[src/fcb_pkg.sv]
// ----------------------------------------------------------------------------
// fcb_pkg : shared types and constants for the CRC-16 frame builder
// Holds the item layout, serialiser status and the byte-wide CRC update.
// ----------------------------------------------------------------------------
package fcb_pkg;

  localparam int unsigned FrameLen = 10;
  localparam int unsigned DataLen  = 8;

  localparam logic [15:0] CrcInit = 16'hFFFF;
  localparam logic [15:0] CrcPoly = 16'hA001;

  typedef logic [3:0] byte_idx_t;

  // Index of the CRC low byte and of the last byte of a frame
  localparam byte_idx_t CrcLoIdx = byte_idx_t'(DataLen);
  localparam byte_idx_t LastIdx  = byte_idx_t'(FrameLen - 1);

  // Channel a sits in the low bits so the frame shifts out from bit 0
  typedef struct packed {
    logic [15:0] ch_d;
    logic [15:0] ch_c;
    logic [15:0] ch_b;
    logic [15:0] ch_a;
  } item_t;

  // Serialiser status seen by the top level
  typedef struct packed {
    logic      busy;
    logic      advance;
    byte_idx_t idx;
  } ser_stat_t;

  // Fold one byte into a reflected CRC-16 (poly 0xA001)
  function automatic logic [15:0] crc16_byte(input logic [15:0] crc_in,
                                             input logic [7:0]  data);
    logic [15:0] c;
    c = crc_in ^ {8'h00, data};
    for (int b = 0; b < 8; b++) begin
      if (c[0]) begin
        c = (c >> 1) ^ CrcPoly;
      end else begin
        c = c >> 1;
      end
    end
    return c;
  endfunction

endpackage

[src/four_channel_crc16_frame_builder_top.sv]
// ----------------------------------------------------------------------------
// four_channel_crc16_frame_builder_top : four-channel frame builder, CRC-16
// Turns four 16-bit channel values into a ten-byte frame with a MODBUS CRC.
// ----------------------------------------------------------------------------
// Each input transaction carries four channel values and produces ten output
// transactions of one byte each: channels a to d, low byte first, then the
// CRC-16/MODBUS of those eight bytes, low byte first, with out_frame_end high
// on the last byte. The output channel moves one byte per cycle while out_stall
// stays low, and frames follow each other with no gap. A one-entry input
// register takes the next transaction while the current frame is still going
// out; the first byte of a frame is loaded into the output register at the
// same edge that empties that input register, so with the serialiser idle it
// passes through the input register and then the output register. The CRC is
// built one byte per cycle while the output is not stalled, as the data bytes
// pass through the output register.
module four_channel_crc16_frame_builder_top (
  input  logic               clk,
  input  logic               rst_n,
  input  logic               in_valid,
  output logic               in_stall,
  input  logic signed [15:0] in_channel_a,
  input  logic signed [15:0] in_channel_b,
  input  logic signed [15:0] in_channel_c,
  input  logic signed [15:0] in_channel_d,
  output logic               out_valid,
  input  logic               out_stall,
  output logic [7:0]         out_frame_byte,
  output logic               out_frame_end
);
  import fcb_pkg::*;

  item_t     in_item;
  item_t     buf_item;
  logic      buf_valid;
  logic      pop;
  ser_stat_t stat;

  // Pack the channels, keeping only the bit pattern
  assign in_item.ch_a = unsigned'(in_channel_a);
  assign in_item.ch_b = unsigned'(in_channel_b);
  assign in_item.ch_c = unsigned'(in_channel_c);
  assign in_item.ch_d = unsigned'(in_channel_d);

  fcb_in_buf u_in_buf (
    .clk       (clk),
    .rst_n     (rst_n),
    .in_valid  (in_valid),
    .in_stall  (in_stall),
    .in_item   (in_item),
    .pop       (pop),
    .buf_valid (buf_valid),
    .buf_item  (buf_item)
  );

  fcb_serializer u_serializer (
    .clk            (clk),
    .rst_n          (rst_n),
    .src_valid      (buf_valid),
    .src_item       (buf_item),
    .src_pop        (pop),
    .out_valid      (out_valid),
    .out_stall      (out_stall),
    .out_frame_byte (out_frame_byte),
    .out_frame_end  (out_frame_end),
    .stat           (stat)
  );

  // Byte index stays inside the frame
  a_idx_range: assert property (@(posedge clk) disable iff (!rst_n)
    stat.idx <= LastIdx)
    else $error("frame byte index out of range");

  // Idle serialiser rests at index zero
  a_idle_idx: assert property (@(posedge clk) disable iff (!rst_n)
    !stat.busy |-> stat.idx == '0)
    else $error("idle serialiser with non-zero index");

  // Pop only a held transaction, and only when idle
  a_pop_valid: assert property (@(posedge clk) disable iff (!rst_n)
    pop |-> buf_valid && !stat.busy)
    else $error("pop from empty buffer or busy serialiser");

  // Last byte sent ends the frame and marks it
  a_last_byte: assert property (@(posedge clk) disable iff (!rst_n)
    stat.busy && stat.advance && stat.idx == LastIdx |=> !stat.busy && out_valid
      && out_frame_end)
    else $error("frame did not close after its last byte");

endmodule

[src/fcb_in_buf.sv]
// ----------------------------------------------------------------------------
// fcb_in_buf : one-entry input holding register
// Takes a transaction whenever empty and holds it until the serialiser pops it.
// ----------------------------------------------------------------------------
module fcb_in_buf (
  input  logic          clk,
  input  logic          rst_n,
  input  logic          in_valid,
  output logic          in_stall,
  input  fcb_pkg::item_t in_item,
  input  logic          pop,
  output logic          buf_valid,
  output fcb_pkg::item_t buf_item
);
  import fcb_pkg::*;

  logic  valid_r;
  logic  valid_nxt;
  item_t item_r;
  logic  take;

  // Stall only while the entry is occupied
  assign in_stall  = valid_r;
  assign take      = in_valid && !valid_r;
  assign buf_valid = valid_r;
  assign buf_item  = item_r;

  // Fill on accept, drop on pop
  always_comb begin
    valid_nxt = valid_r;
    if (pop) begin
      valid_nxt = 1'b0;
    end else if (take) begin
      valid_nxt = 1'b1;
    end
  end

  always_ff @(posedge clk) begin
    if (!rst_n) begin
      valid_r <= 1'b0;
    end else begin
      valid_r <= valid_nxt;
    end
  end

  // Hold payload
  always_ff @(posedge clk) begin
    if (take) begin
      item_r <= in_item;
    end
  end

endmodule

[src/fcb_serializer.sv]
// ----------------------------------------------------------------------------
// fcb_serializer : frame shifter, running CRC and output register
// Emits one frame byte per cycle while out_stall is low, folding data bytes into the CRC.
// ----------------------------------------------------------------------------
module fcb_serializer (
  input  logic                clk,
  input  logic                rst_n,
  input  logic                src_valid,
  input  fcb_pkg::item_t      src_item,
  output logic                src_pop,
  output logic                out_valid,
  input  logic                out_stall,
  output logic [7:0]          out_frame_byte,
  output logic                out_frame_end,
  output fcb_pkg::ser_stat_t  stat
);
  import fcb_pkg::*;

  logic        busy_r, busy_nxt;
  byte_idx_t   idx_r, idx_nxt;
  logic [63:0] data_r, data_nxt;
  logic [15:0] crc_r, crc_nxt;
  logic        out_valid_r, out_valid_nxt;
  logic [7:0]  out_byte_r, out_byte_nxt;
  logic        out_end_r, out_end_nxt;
  logic        advance;

  // Output register may load when empty or being taken
  assign advance = !out_valid_r || !out_stall;

  assign out_valid      = out_valid_r;
  assign out_frame_byte = out_byte_r;
  assign out_frame_end  = out_end_r;

  assign stat.busy    = busy_r;
  assign stat.advance = advance;
  assign stat.idx     = idx_r;

  // Pick the next byte and advance the frame
  always_comb begin
    busy_nxt      = busy_r;
    idx_nxt       = idx_r;
    data_nxt      = data_r;
    crc_nxt       = crc_r;
    out_valid_nxt = out_valid_r;
    out_byte_nxt  = out_byte_r;
    out_end_nxt   = out_end_r;
    src_pop       = 1'b0;
    if (advance) begin
      if (busy_r) begin
        out_valid_nxt = 1'b1;
        out_end_nxt   = 1'b0;
        idx_nxt       = idx_r + byte_idx_t'(1);
        if (idx_r < CrcLoIdx) begin
          // data byte: send and fold into the CRC
          out_byte_nxt = data_r[7:0];
          data_nxt     = {8'h00, data_r[63:8]};
          crc_nxt      = crc16_byte(crc_r, data_r[7:0]);
        end else if (idx_r == CrcLoIdx) begin
          out_byte_nxt = crc_r[7:0];
        end else begin
          // CRC high byte closes the frame
          out_byte_nxt = crc_r[15:8];
          out_end_nxt  = 1'b1;
          busy_nxt     = 1'b0;
          idx_nxt      = '0;
        end
      end else if (src_valid) begin
        // start a new frame, sending its first byte at once
        src_pop       = 1'b1;
        busy_nxt      = 1'b1;
        idx_nxt       = byte_idx_t'(1);
        out_valid_nxt = 1'b1;
        out_end_nxt   = 1'b0;
        out_byte_nxt  = src_item[7:0];
        data_nxt      = {8'h00, src_item[63:8]};
        crc_nxt       = crc16_byte(CrcInit, src_item[7:0]);
      end else begin
        out_valid_nxt = 1'b0;
      end
    end
  end

  // Control state
  always_ff @(posedge clk) begin
    if (!rst_n) begin
      busy_r      <= 1'b0;
      idx_r       <= '0;
      out_valid_r <= 1'b0;
    end else begin
      busy_r      <= busy_nxt;
      idx_r       <= idx_nxt;
      out_valid_r <= out_valid_nxt;
    end
  end

  // Payload
  always_ff @(posedge clk) begin
    data_r     <= data_nxt;
    crc_r      <= crc_nxt;
    out_byte_r <= out_byte_nxt;
    out_end_r  <= out_end_nxt;
  end

endmodule
[config.mk]
export PLATFORM = sky130hd
export DESIGN_NAME = four_channel_crc16_frame_builder_top
export DESIGN_NICKNAME = d
export VERILOG_FILES = /design/src/fcb_pkg.sv /design/src/four_channel_crc16_frame_builder_top.sv /design/src/fcb_in_buf.sv /design/src/fcb_serializer.sv
export SDC_FILE = /design/constraint.sdc
export NUM_CORES = 1
export LEC_CHECK = 0
export ABC_AREA = 1
export BUFFER_PORTS_ARGS = -buffer_cell sky130_fd_sc_hd__buf_2
export CORE_AREA = 3 3 114 116
export DETAILED_ROUTE_END_ITERATION = 16
export DIE_AREA = 0 0 117 119
export PLACE_DENSITY = 0.82
export SYNTH_ARGS = -nofsm -noshare
export SYNTH_HDL_FRONTEND = slang
export SYNTH_SLANG_ARGS = --single-unit
[constraint.sdc]
create_clock -name clk -period 4.8 [get_ports clk]
set_input_delay 0.24 -clock clk [delete_from_list [all_inputs] [get_ports clk]]
set_output_delay 0.24 -clock clk [all_outputs]
set_load 0.02 [all_outputs]
* Word level (Yosys, flattened, before mapping)
Index checks and enable logic that the tools add are counted.
** Word-level totals
- Bits in registers :: 160
- Input port bits :: 68
- Output and inout bits :: 11
- Word-level logic and storage cells :: 127
** Cells by class
- Add/sub/neg operators :: 1
- $lt $le $gt $ge :: 1
- Equal/unequal tests :: 2
- Multiplexer cells :: 83
- Bitwise logic cells :: 19
- Reductions and logical operators :: 9
** Operator list (number)
- two-way mux 16 bit :: 61
- two-way mux 64 bit :: 3
- NOT 2 -> 3 bit :: 16
- two-way mux 8 bit :: 4
- two-way mux 4 bit :: 4
- NOT 8 -> 16 bit :: 1
- bitwise XOR 16 x 8 -> 16 bit :: 1
- two-way mux 1 bit :: 11
- adder 4 x 1 -> 4 bit, second input constant :: 1
- equality test 4 bit, second input constant :: 1
- < comparator 4 bit, second input constant :: 1
- zero test 1 bit :: 3
- AND reduction 3 bit :: 1
- inequality test 2 bit, second input constant :: 1
- AND reduction 2 bit :: 1
- nonzero test 2 bit :: 1
- OR reduction 2 bit :: 1
- logical AND 1 bit :: 1
- logical OR 1 bit :: 1
- NOT 1 bit :: 1

* Logic depth before layout (Yosys ltp)
Gate-level depths: netlist of the first run.
- Word-level depth :: 40
- Gate-level depth with buffers :: 15
- Gate-level depth less buffers :: 15

* Modules after synthesis
From an unflattened synthesis of the first run, not the netlist that was laid out.
** Second synthesis, totals
- Cells, all modules :: 551
- Area total of the unflattened synthesis :: 6263.5 um2
** Modules (own cells, without submodules)
- fcb_serializer :: times used 1, cells an instance 479, area each 4291.6 um2, seq. area each 2552.4 um2
- fcb_in_buf :: times used 1, cells an instance 72, area each 1971.9 um2, seq. area each 1941.9 um2

* Worst setup path after synthesis of the first run
Ideal clock, no wire load.
- Kind :: flip-flop to flip-flop
- From :: register u_in_buf.valid_r (netlist: u_in_buf.buf_valid)
- To :: register u_serializer.crc_r[0], enable pin
- Setup time :: 0.526 ns
- Arrival :: 4.213 ns
- Data required time :: 4.274 ns
- Setup slack :: 0.061 ns
- Cell stages (with the launch flop) :: 3
- Buffers on the path :: 0
- Period minus slack after synthesis :: 4.739 ns
- Cells stage by stage :: dfxtp_1 -> o21ai_1 -> a21oi_1
** Between the ends
- Word-level cells in the longest chain between the ends :: 2
** RTL lines
- start: declaration :: RTL line fcb_in_buf.sv:17 : logic valid_r;
- start signal: assignment :: RTL line fcb_in_buf.sv:42 : valid_r <= valid_nxt;
- nonzero test 2 bit (no source line)
- AND reduction 3 bit (no source line)
- end signal: assignment :: RTL line fcb_serializer.sv:100 : crc_r <= crc_nxt;
- end: declaration :: RTL line fcb_serializer.sv:22 : logic [15:0] crc_r, crc_nxt;
No other way between the ends.
A chain may end at the register's enable or synchronous reset.

* Worst setup path after layout of the first run
- From :: register u_serializer.busy_r
- To :: register u_serializer.crc_r[9], data pin
** Between the ends
- Word-level cells in the longest chain between the ends :: 1
** RTL lines
- start: declaration :: RTL line fcb_serializer.sv:19 : logic busy_r, busy_nxt;
- start signal: assignment :: RTL line fcb_serializer.sv:91 : busy_r <= busy_nxt;
- two-way mux 16 bit :: RTL line fcb_serializer.sv:50 : if (busy_r) begin
No other way between the ends.

==> impl_metrics.csv, run 1 <==
group,metric,value,unit
global_route,grt_pass1_vias,4490,
floorplanning,die_area,13900,um^2
synthesis,synthDistinctLibCells,26,
route,drt_first_pass_iters,5,
clock_network,clkLatencyLatePin,0.42,ns
global_route,grt_overflow,0,
global_route,grt_pass1_wl,21300,um
synthesis,synth_edf_count,145,
clock_network,cts_tree,"built",
synthesis,synth_area_leader_cell,"edfxtp_1",
sta,finalSetupTns,0,ns
sta,drv_slew,0,
synthesis,yosysSeqAreaShare,72.5,%
sta,worst-slew-pin-transition,1.16,ns
floorplanning,die_h,119,um
synthesis,synth_area_leaders,"edfxtp_1 (70%), nand2_1 (14%), inv_1 (2.4%)",
global_route,grt_usage,19.9,%
power_and_ir_drop,power.switching,0.919,mW
power_and_ir_drop,ir_drop,0.293,mV
finish,nFillCells,869,
floorplanning,die_w,117,um
power_and_ir_drop,comb_power_share,13.0,%
clock_network,cts_sinks,152,
worst_setup_path,crit_required,4.95,ns
global_route,grt_busiest_layer,"met2",
place,hpwl,7640,um
synthesis,synth.net_count,617,
sta,grt_setup_unrepaired,"no",
synthesis,synthMuxAreaShare,0.161,%
sta,min_period,2.75,ns
synthesis,synth_top_family_by_area,"simple AND/OR/NAND/NOR gates",
route,via_per_inst,5.13,
synthesis,ys.flop_type,"edfxtp_1",
finish,layout.nets,758,
outcome,status,"finished clean",
route,drc,0,
finish,n_antenna_cell,0,
synthesis,yosys_warnings,0,
synthesis,synth-xor-area-share,1.98,%
clock_network,cts_buffers,17,
power_and_ir_drop,seq_power_share,48.7,%
sta,maxSlewHeadroom,22.4,%
synthesis,synth-seq-cells,152,
min_path,hold_class,"primary input to flop",
worst_setup_path,critPathKind,"flop to flop",
flow_run,cap_violations,0,
floorplanning,rows,40,
place,placed_area,6740,um^2
route,drtIter0Drc,295,
synthesis,synth_top_area_share,70.2,%
sta,fin_crit_sh,57.2,%
route,post_drt_wl_per_cell,15.5,um
worst_setup_path,start_kind,"flop",
power_and_ir_drop,power.leakage,3.37,nW
floorplanning,fp.coreArea,12000,um^2
worst_setup_path,crit_path_end_kind,"flop",
sta,fmax,364,MHz
sta,skew,0.0115,ns
route,via_count,4350,
global_route,grt_max_degree,72,
synthesis,synth_compound_area_share,5.25,%
place,io_buffers,78,
global_route,use_met3,5.23,%
global_route,antenna_found_initial,0,
finish,area_growth_syn_to_layout,28.4,%
floorplanning,io_pins,79,
global_route,grt_use_met1,22.5,%
global_route,met2_usage,35.3,%
power_and_ir_drop,switching_share,26.0,%
synthesis,yosysMostFrequentCell,"nand2_1",
clock_network,clock_tree.root_cell,"clkbuf_16",
clock_network,cts_max_level,4,
clock_network,clk_path_buf_depth,2,
finish,fin_area,7960,um^2
route,ant_nets,0,
power_and_ir_drop,clockPowerShare,38.3,%
synthesis,syn_area,6200,um^2
power_and_ir_drop,cellPowerDensity,444,nW/um^2
synthesis,netlist_instances,547,
synthesis,synth-simple-area-share,16.0,%
place,place.gp.congestion,0.834,
clock_network,clk_pin_slew,0.06,ns
power_and_ir_drop,power.internal,2.61,mW
sta,hold_viol,0,
finish,drive_above_1_share,17.0,%
synthesis,synthAdderAreaFrac,0.404,%
synthesis,async_flop_share,0,%
route,wl,13200,um
sta,setup_viol,0,
synthesis,ys_top_cells_by_count,"nand2_1 (223), edfxtp_1 (145), inv_1 (40), a21oi_1 (24), o21ai_0 (24)",
synthesis,syn_avg_cell_area,11.3,um^2
worst_setup_path,cp_max_fo,71,
worst_setup_path,crit_arrival,2.90,ns
floorplanning,initial_core_util,51.6,%
## area by class of cell
class / instances / area, um^2 / share of cell area (%)
flip-flops and latches: 152 / 4500 / 56.5
multi-input cells: 335 / 1490 / 18.8
repair buffers: 141 / 1010 / 12.7
clock buffers: 22 / 528 / 6.64
well taps: 147 / 184 / 2.31
inverters: 41 / 154 / 1.93
clock inverters: 10 / 88.8 / 1.12
## layer usage
layer | vias to the layer above | wire [um] | part of all wire (%)
li1 | 2118 | - | -
met1 | 2025 | 5050 | 38
met2 | 174 | 6960 | 53
met5 | - | 0 | 0
met4 | 0 | 340 | 2.6
met3 | 33 | 820 | 6.2
## critical path: stages (launching register included)
cell	delay [ns]
dfxtp_2	0.66
buf_4	0.57
inv_2	0.60
nand2_1	0.29
o21ai_0	0.14
nand2_1	0.10
o21ai_0	0.08
## cell usage in the layout, fill, tap and decap left out, types with 2 or more instances in the layout
| cell | netlist | final |
|---|---|---|
| o21ai_0 | 24 | 24 |
| nor2_1 | 21 | 20 |
| xor2_1 | 5 | 5 |
| edfxtp_1 | 145 | 145 |
| dlygate4sd3_1 | 0 | 60 |
| inv_1 | 40 | 40 |
| nand3_1 | 11 | 11 |
| buf_2 | 4 | 78 |
| a21oi_1 | 24 | 23 |
| o211ai_1 | 3 | 3 |
| a22oi_1 | 3 | 3 |
| nand2_1 | 223 | 223 |
| dfxtp_1 | 7 | 6 |
| inv_6 | 0 | 4 |
| a31oi_1 | 2 | 2 |
| clkbuf_16 | 0 | 20 |
| ha_1 | 2 | 2 |
| xnor2_1 | 9 | 9 |
| clkbuf_8 | 0 | 2 |
| inv_8 | 0 | 3 |
| buf_4 | 0 | 3 |
## what timing repair did
item                       4_1_cts  5_1_grt
hold buffers                    59        1
hold endpoints to repair        59        1
setup endpoints to repair        0        0
setup buffers                    0        0
resized for setup                0        0
## power groups by stage
stage	registers [mW]	logic, mW	clock network (mW)
2_1_floorplan	1.75	0.284	0
3_3_place_gp	1.74	0.392	0
5_1_grt	1.73	0.513	1.42
6_report	1.72	0.459	1.35
4_1_cts	1.72	0.455	1.36
3_5_place_dp	1.75	0.411	0
## per-stage QoR
stage	instances	util, %	setup slack (ns)	total power [mW]	hold WS [ns]
final	848	66.3	2.05	3.53	0.0177
after global routing	848	66.3	1.87	3.67	0.00104
after CTS	847	66.2	2.10	3.54	0.0000984
after detailed placement	756	56.1	2.12	2.16	0.418
after global placement	756	56.1	2.24	2.13	0.417
after floorplan	547	-	0.0609	2.03	0.339
## cells by family (layout without fill, tap and decap cells)
| logic type | after synthesis | count (layout) |
|---|---|---|
| buf+inv | 60 | 214 |
| mux | 1 | 1 |
| flops | 152 | 152 |
| simple gates | 258 | 258 |
| fa+ha+maj | 2 | 2 |
| xor+xnor | 14 | 14 |
| compound gates | 60 | 60 |
## flip-flops by register name, summed over array words and instances (netlist names)
name                         cells
u_in_buf.buf_item               64
u_in_buf.buf_valid               1
u_serializer.busy_r              1
u_serializer.crc_r              16
u_serializer.data_r             56
u_serializer.idx_r               4
u_serializer.out_frame_byte      8
u_serializer.out_frame_end       1
u_serializer.out_valid           1
## path summary, 6_finish.rpt
| kind | from | endpoint | slack [ns] | depth (start not counted) |
|---|---|---|---|---|
| min | in_channel_d[4] | u_in_buf.buf_item[52]$_DFFE_PP_ | 0.02 | 1 |
| max reg2reg | u_serializer.busy_r$_SDFFE_PN0N_ | u_serializer.crc_r[9]$_DFFE_PP_ | 2.05 | 6 |
| max | u_serializer.busy_r$_SDFFE_PN0N_ | u_serializer.crc_r[9]$_DFFE_PP_ | 2.05 | 6 |
| min reg2reg | u_serializer.crc_r[9]$_DFFE_PP_ | u_serializer.crc_r[1]$_SDFFCE_PN1P_ | 0.51 | 2 |
(Power assumes the default switching activity.)
==> run 2, diff against run 1 <==
- clock period: 4.8 -> 2.25 ns (I/O delays scaled with it)
==> impl_metrics.csv, run 2 (synthesized netlist as in run 1, its figures left out) <==
group,metric,value,unit
finish,final_cell_mix,"nand2_1 (223), edfxtp_1 (145), buf_2 (78)",
worst_setup_path,startpoint,"u_serializer.data_r[0]$_DFFE_PP_",
route,wl,13300,um
worst_setup_path,r2r_slack,0.32,ns
power_and_ir_drop,switching_share,26.0,%
power_and_ir_drop,clockPowerShare,35.9,%
clock_network,cts_sinks,152,
floorplanning,die_area,13900,um^2
worst_setup_path,slowest_stage,"edfxtp_1",
sta,fin_crit_sh,85.9,%
power_and_ir_drop,power.internal,5.42,mW
route,via_count,4346,
route,post_drt_wl_per_cell,15.5,um
flow_run,cap_violations,0,
route,ant_nets,0,
worst_setup_path,crit_required,2.42,ns
floorplanning,io_pins,79,
route,drt_first_pass_iters,5,
clock_network,clock_tree.root_cell,"clkbuf_16",
floorplanning,fp.coreArea,12000,um^2
sta,worst-slew-pin-transition,0.585,ns
clock_network,cts_max_level,4,
global_route,grt_pass1_vias,4447,
global_route,grt_overflow,0,
route,drc,0,
power_and_ir_drop,ir_drop,0.791,mV
power_and_ir_drop,cellPowerDensity,914,nW/um^2
sta,fmax,517,MHz
power_and_ir_drop,seq_power_share,50.0,%
global_route,grt_pass1_wl,21500,um
floorplanning,rows,40,
place,place.gp.congestion,0.892,
sta,finalSetupTns,0,ns
finish,largest_register_ffs,64,
worst_setup_path,crit_path_end_kind,"flop",
global_route,grt_max_degree,61,
power_and_ir_drop,power.switching,1.91,mW
finish,nFillCells,827,
sta,maxSlewHeadroom,61.0,%
worst_setup_path,reg2reg_from,"u_serializer.data_r[0]$_DFFE_PP_",
floorplanning,die_h,119,um
finish,layout.nets,767,
finish,drive_above_1_share,17.1,%
finish,final_common_cell,"nand2_1",
clock_network,cts_buffers,17,
clock_network,cts_tree,"built",
worst_setup_path,cpLargestDelayFamily,"simple AND/OR/NAND/NOR gates",
worst_setup_path,max_stage_delay,0.47,ns
sta,skew,0.0146,ns
finish,area_growth_syn_to_layout,29.3,%
clock_network,clk_pin_slew,0.06,ns
route,via_per_inst,5.07,
power_and_ir_drop,comb_power_share,14.1,%
global_route,grt_usage,20.5,%
worst_setup_path,start_kind,"flop",
worst_setup_path,worstPathCellList,"nand2_1 > inv_1 > nor2_1 > nand2_1 > nand2_1 > nand2_1 > nand2_1 > nand2_1 > nand3_1 > nand2_1 > nand2_1 > nand2_1 > nand2_1 > nand2_1",
min_path,hold_class,"primary input to flop",
sta,min_period,1.93,ns
worst_setup_path,crit_arrival,2.10,ns
global_route,antenna_found_initial,1,
outcome,status,"finished clean",
worst_setup_path,crit_buf_inv,1,
place,hpwl,7720,um
clock_network,clk_path_buf_depth,2,
clock_network,clkLatencyLatePin,0.43,ns
place,io_buffers,78,
power_and_ir_drop,power.leakage,3.38,nW
sta,setup_viol,0,
min_path,min_from,"out_stall",
worst_setup_path,critPathKind,"flop to flop",
sta,drv_slew,0,
floorplanning,die_w,117,um
worst_setup_path,cp_max_fo,4,
sta,worst_hold_slack,0.0680,ns
sta,hold_viol,0,
worst_setup_path,path_common_cell,"nand2_1",
sta,grt_setup_unrepaired,"no",
route,drtIter0Drc,344,
floorplanning,initial_core_util,51.6,%
run 2: cell types whose count changed in the layout (fill, tap and decap cells not counted), moves of 2 or more:
cell           delta
clkbuf_16         -3
buf_12            +3
clkinv_4          +2
inv_6             -2
dlygate4sd3_1     +6
clkbuf_8          -2
inv_8             -2
clkinvlp_4        +3
run 2: worst paths after layout:
| kind | cells after the start | to |
|---|---|---|
| worst max-delay path | 14 | u_serializer.crc_r[0]$_DFFE_PP_ |
| worst min register to register | 2 | u_serializer.data_r[22]$_DFFE_PP_ |
| worst max register to register | 14 | u_serializer.crc_r[0]$_DFFE_PP_ |
| worst min-delay path | 3 | u_in_buf.buf_valid$_SDFFE_PP0P_ |
run 2: what timing repair did:
| action | in CTS | in global routing |
|---|---|---|
| buffers inserted | 0 | 0 |
| endpoints found under the hold margin | 66 | 0 |
| hold buffers | 66 | 0 |
| gates resized for setup | 0 | 0 |
run 2: worst min-delay path: cells and delay by family:
family / cells / cell delay, ns
AND/OR/NAND/NOR: 1 / 0.14
AO/OA/AOI/OAI: 1 / 0.10
buffers and inverters: 1 / 0.10
run 2: layout make-up:
type                       instances  area (um^2)  area share (%)
sequential                       152         4500            56.1
multi-input combinational        335         1500            18.7
timing repair buffer             150         1130            14.1
clock buffer                      18          429            5.35
tap                              147          184            2.29
inverter                          41          154            1.92
clock inverter                    13          121            1.51
antenna                            1         2.50          0.0312
run 2: power by group through the flow:
stage / logic [mW] / clock network, mW / registers (mW)
6_report: 1.03 / 2.63 / 3.66
2_1_floorplan: 0.617 / 0 / 3.70
3_3_place_gp: 0.898 / 0 / 3.70
5_1_grt: 1.16 / 2.81 / 3.69
4_1_cts: 1.03 / 2.65 / 3.66
3_5_place_dp: 0.933 / 0 / 3.71
run 2: per-stage QoR:
stage	std cells	setup WS [ns]	util (%)	power, mW	cell area, um^2
6_report	857	0.317	66.8	7.33	8020
5_1_grt	857	0.136	66.8	7.66	8020
4_1_cts	856	0.354	66.7	7.34	8020
3_5_place_dp	759	0.371	56.7	4.64	6810
3_3_place_gp	759	0.464	56.7	4.60	6810
2_1_floorplan	547	0.00211	-	4.32	6230
run 2: routing by layer:
metal	share of wire (%)	vias up	GRT usage, %
met5	0	-	0
met3	5.8	12	6.66
li1	-	2135	-
met4	1.3	0	7.46
met1	39	2046	23.7
met2	54	153	35.2
==> run 3, diff against run 2 <==
- CELL_PAD_IN_SITES_DETAIL_PLACEMENT: default -> 0
- CELL_PAD_IN_SITES_GLOBAL_PLACEMENT: default -> 1
- CORE_AREA: 3 3 114 116 -> 3 3 128 130
- DIE_AREA: 0 0 117 119 -> 0 0 131 133
- SYNTH_HIERARCHICAL: default -> 1
==> impl_metrics.csv, run 3 <==
group,metric,value,unit
worst_setup_path,start_kind,"flop",
finish,register_area,4500,um^2
place,io_buffers,78,
synthesis,synth.net_count,619,
finish,n_antenna_cell,0,
sta,min_period,1.82,ns
sta,hold_viol,0,
global_route,grt_overflow,0,
power_and_ir_drop,ir_drop,0.827,mV
power_and_ir_drop,seq_power_share,48.1,%
floorplanning,io_pins,79,
route,drtIter0Drc,397,
power_and_ir_drop,power.leakage,3.42,nW
clock_network,clk_path_buf_depth,2,
sta,drv_slew,0,
finish,nFillCells,1280,
sta,worst_hold_slack,0.0225,ns
finish,multi_input_area,1530,um^2
clock_network,clock_tree.root_cell,"clkbuf_16",
route,drc,0,
power_and_ir_drop,cellPowerDensity,929,nW/um^2
place,place.gp.congestion,0.797,
sta,setup_viol,0,
sta,fin_crit_sh,80.9,%
global_route,grt_pass1_vias,4291,
route,ant_nets,0,
finish,instances_no_fill,924,
power_and_ir_drop,switching_share,25.4,%
finish,drive_above_1_share,19.1,%
sta,maxSlewHeadroom,66.9,%
route,via_count,4223,
route,wl,13100,um
clock_network,clk_pin_slew,0.06,ns
clock_network,cts_max_level,4,
route,drt_first_pass_iters,5,
flow_run,cap_violations,0,
place,place_inst,826,
synthesis,syn_avg_cell_area,11.4,um^2
synthesis,yosys_warnings,6,
worst_setup_path,r2r_cells,12,
finish,largest_register_ffs,64,
worst_setup_path,crit_required,2.42,ns
global_route,antenna_found_initial,0,
finish,layout.nets,770,
clock_network,clkLatencyLatePin,0.41,ns
floorplanning,die_area,17400,um^2
place,hpwl,7750,um
clock_network,cts_sinks,152,
min_path,hold_path_depth,3,
worst_setup_path,crit_path_end_kind,"flop",
sta,finalSetupTns,0,ns
finish,final_common_cell,"nand2_1",
floorplanning,rows,45,
outcome,status,"finished clean",
route,post_drt_wl_per_cell,14.2,um
sta,fmax,549,MHz
floorplanning,fp.coreArea,15300,um^2
finish,final_cell_mix,"nand2_1 (215), edfxtp_1 (145), buf_2 (78)",
worst_setup_path,crit_arrival,1.99,ns
floorplanning,die_h,133,um
global_route,grt_usage,16.1,%
worst_setup_path,cp_max_fo,4,
floorplanning,die_w,131,um
finish,area_growth_syn_to_layout,31.0,%
global_route,grt_max_degree,73,
sta,grt_setup_unrepaired,"no",
power_and_ir_drop,clockPowerShare,38.1,%
power_and_ir_drop,comb_power_share,13.8,%
global_route,grt_pass1_wl,21400,um
synthesis,syn_area,6250,um^2
clock_network,cts_buffers,17,
clock_network,cts_tree,"built",
worst_setup_path,critPathKind,"flop to flop",
sta,worst-slew-pin-transition,0.496,ns
power_and_ir_drop,power.internal,5.67,mW
sta,skew,0.00656,ns
floorplanning,initial_core_util,41.0,%
synthesis,netlist_instances,549,
min_path,hold_class,"primary input to flop",
route,via_per_inst,4.57,
power_and_ir_drop,power.switching,1.93,mW
-- run 3: what timing repair did --
action	4_1_cts	5_1_grt
hold endpoints to repair	68	0
setup endpoints to repair	0	0
hold buffers	66	0
gates resized for setup	0	0
buffers inserted	0	0
-- run 3: path summary, 6_finish.rpt --
kind                                      startpoint                             endpoint  slack [ns]
setup / recovery    u_serializer/data_r[5]$_DFFE_PP_      u_serializer/crc_r[0]$_DFFE_PP_        0.43
hold / removal                             out_stall  u_serializer/out_valid$_SDFFE_PN0N_        0.02
setup reg to reg    u_serializer/data_r[5]$_DFFE_PP_      u_serializer/crc_r[0]$_DFFE_PP_        0.43
hold reg to reg   u_serializer/idx_r[1]$_SDFFE_PN0P_   u_serializer/idx_r[1]$_SDFFE_PN0P_        0.51
-- run 3: power by group through the flow --
stage	clock, mW	combinational, mW	sequential (mW)
after floorplan	0	0.660	3.70
final	2.89	1.05	3.66
after global routing	3.09	1.20	3.69
after CTS	2.95	1.06	3.66
after global placement	0	0.939	3.70
after detailed placement	0	0.959	3.72
-- run 3: layer usage --
layer | share of wire (%) | global-route usage (%)
met1 | 44 | 20.2
met2 | 51 | 26.7
met4 | 0.60 | 4.57
met3 | 4.7 | 5.05
met5 | 0 | 0
-- run 3: through the flow --
step | setup WS, ns | cell area [um^2] | util, % | power, mW
after floorplan | 0.0169 | 6280 | - | 4.36
after global placement | 0.519 | 6920 | 45.4 | 4.64
after detailed placement | 0.497 | 6920 | 45.4 | 4.68
after CTS | 0.491 | 8190 | 53.6 | 7.66
after global routing | 0.266 | 8190 | 53.6 | 7.98
final | 0.429 | 8190 | 53.6 | 7.60
-- run 3: area by class of cell --
cell class | instances | area share [%]
repair buffers | 153 | 14.0
clock inverters | 14 | 2.11
multi-input cells | 336 | 18.7
inverters | 40 | 1.83
well taps | 211 | 3.23
clock buffers | 18 | 5.24
flip-flops and latches | 152 | 54.9
-- run 3: worst max-delay path, stage by stage, from the launching register on --
cell and delay [ns]:
edfxtp_1 0.45, xnor2_1 0.31, nand2_1 0.09, nand2_1 0.09, nand2_1 0.08, nand2_1 0.12, nand2_4 0.07, nand2_2 0.08
nand2_2 0.05, nand3_1 0.07, nand2_1 0.05, nand2_1 0.05, nand2_1 0.05
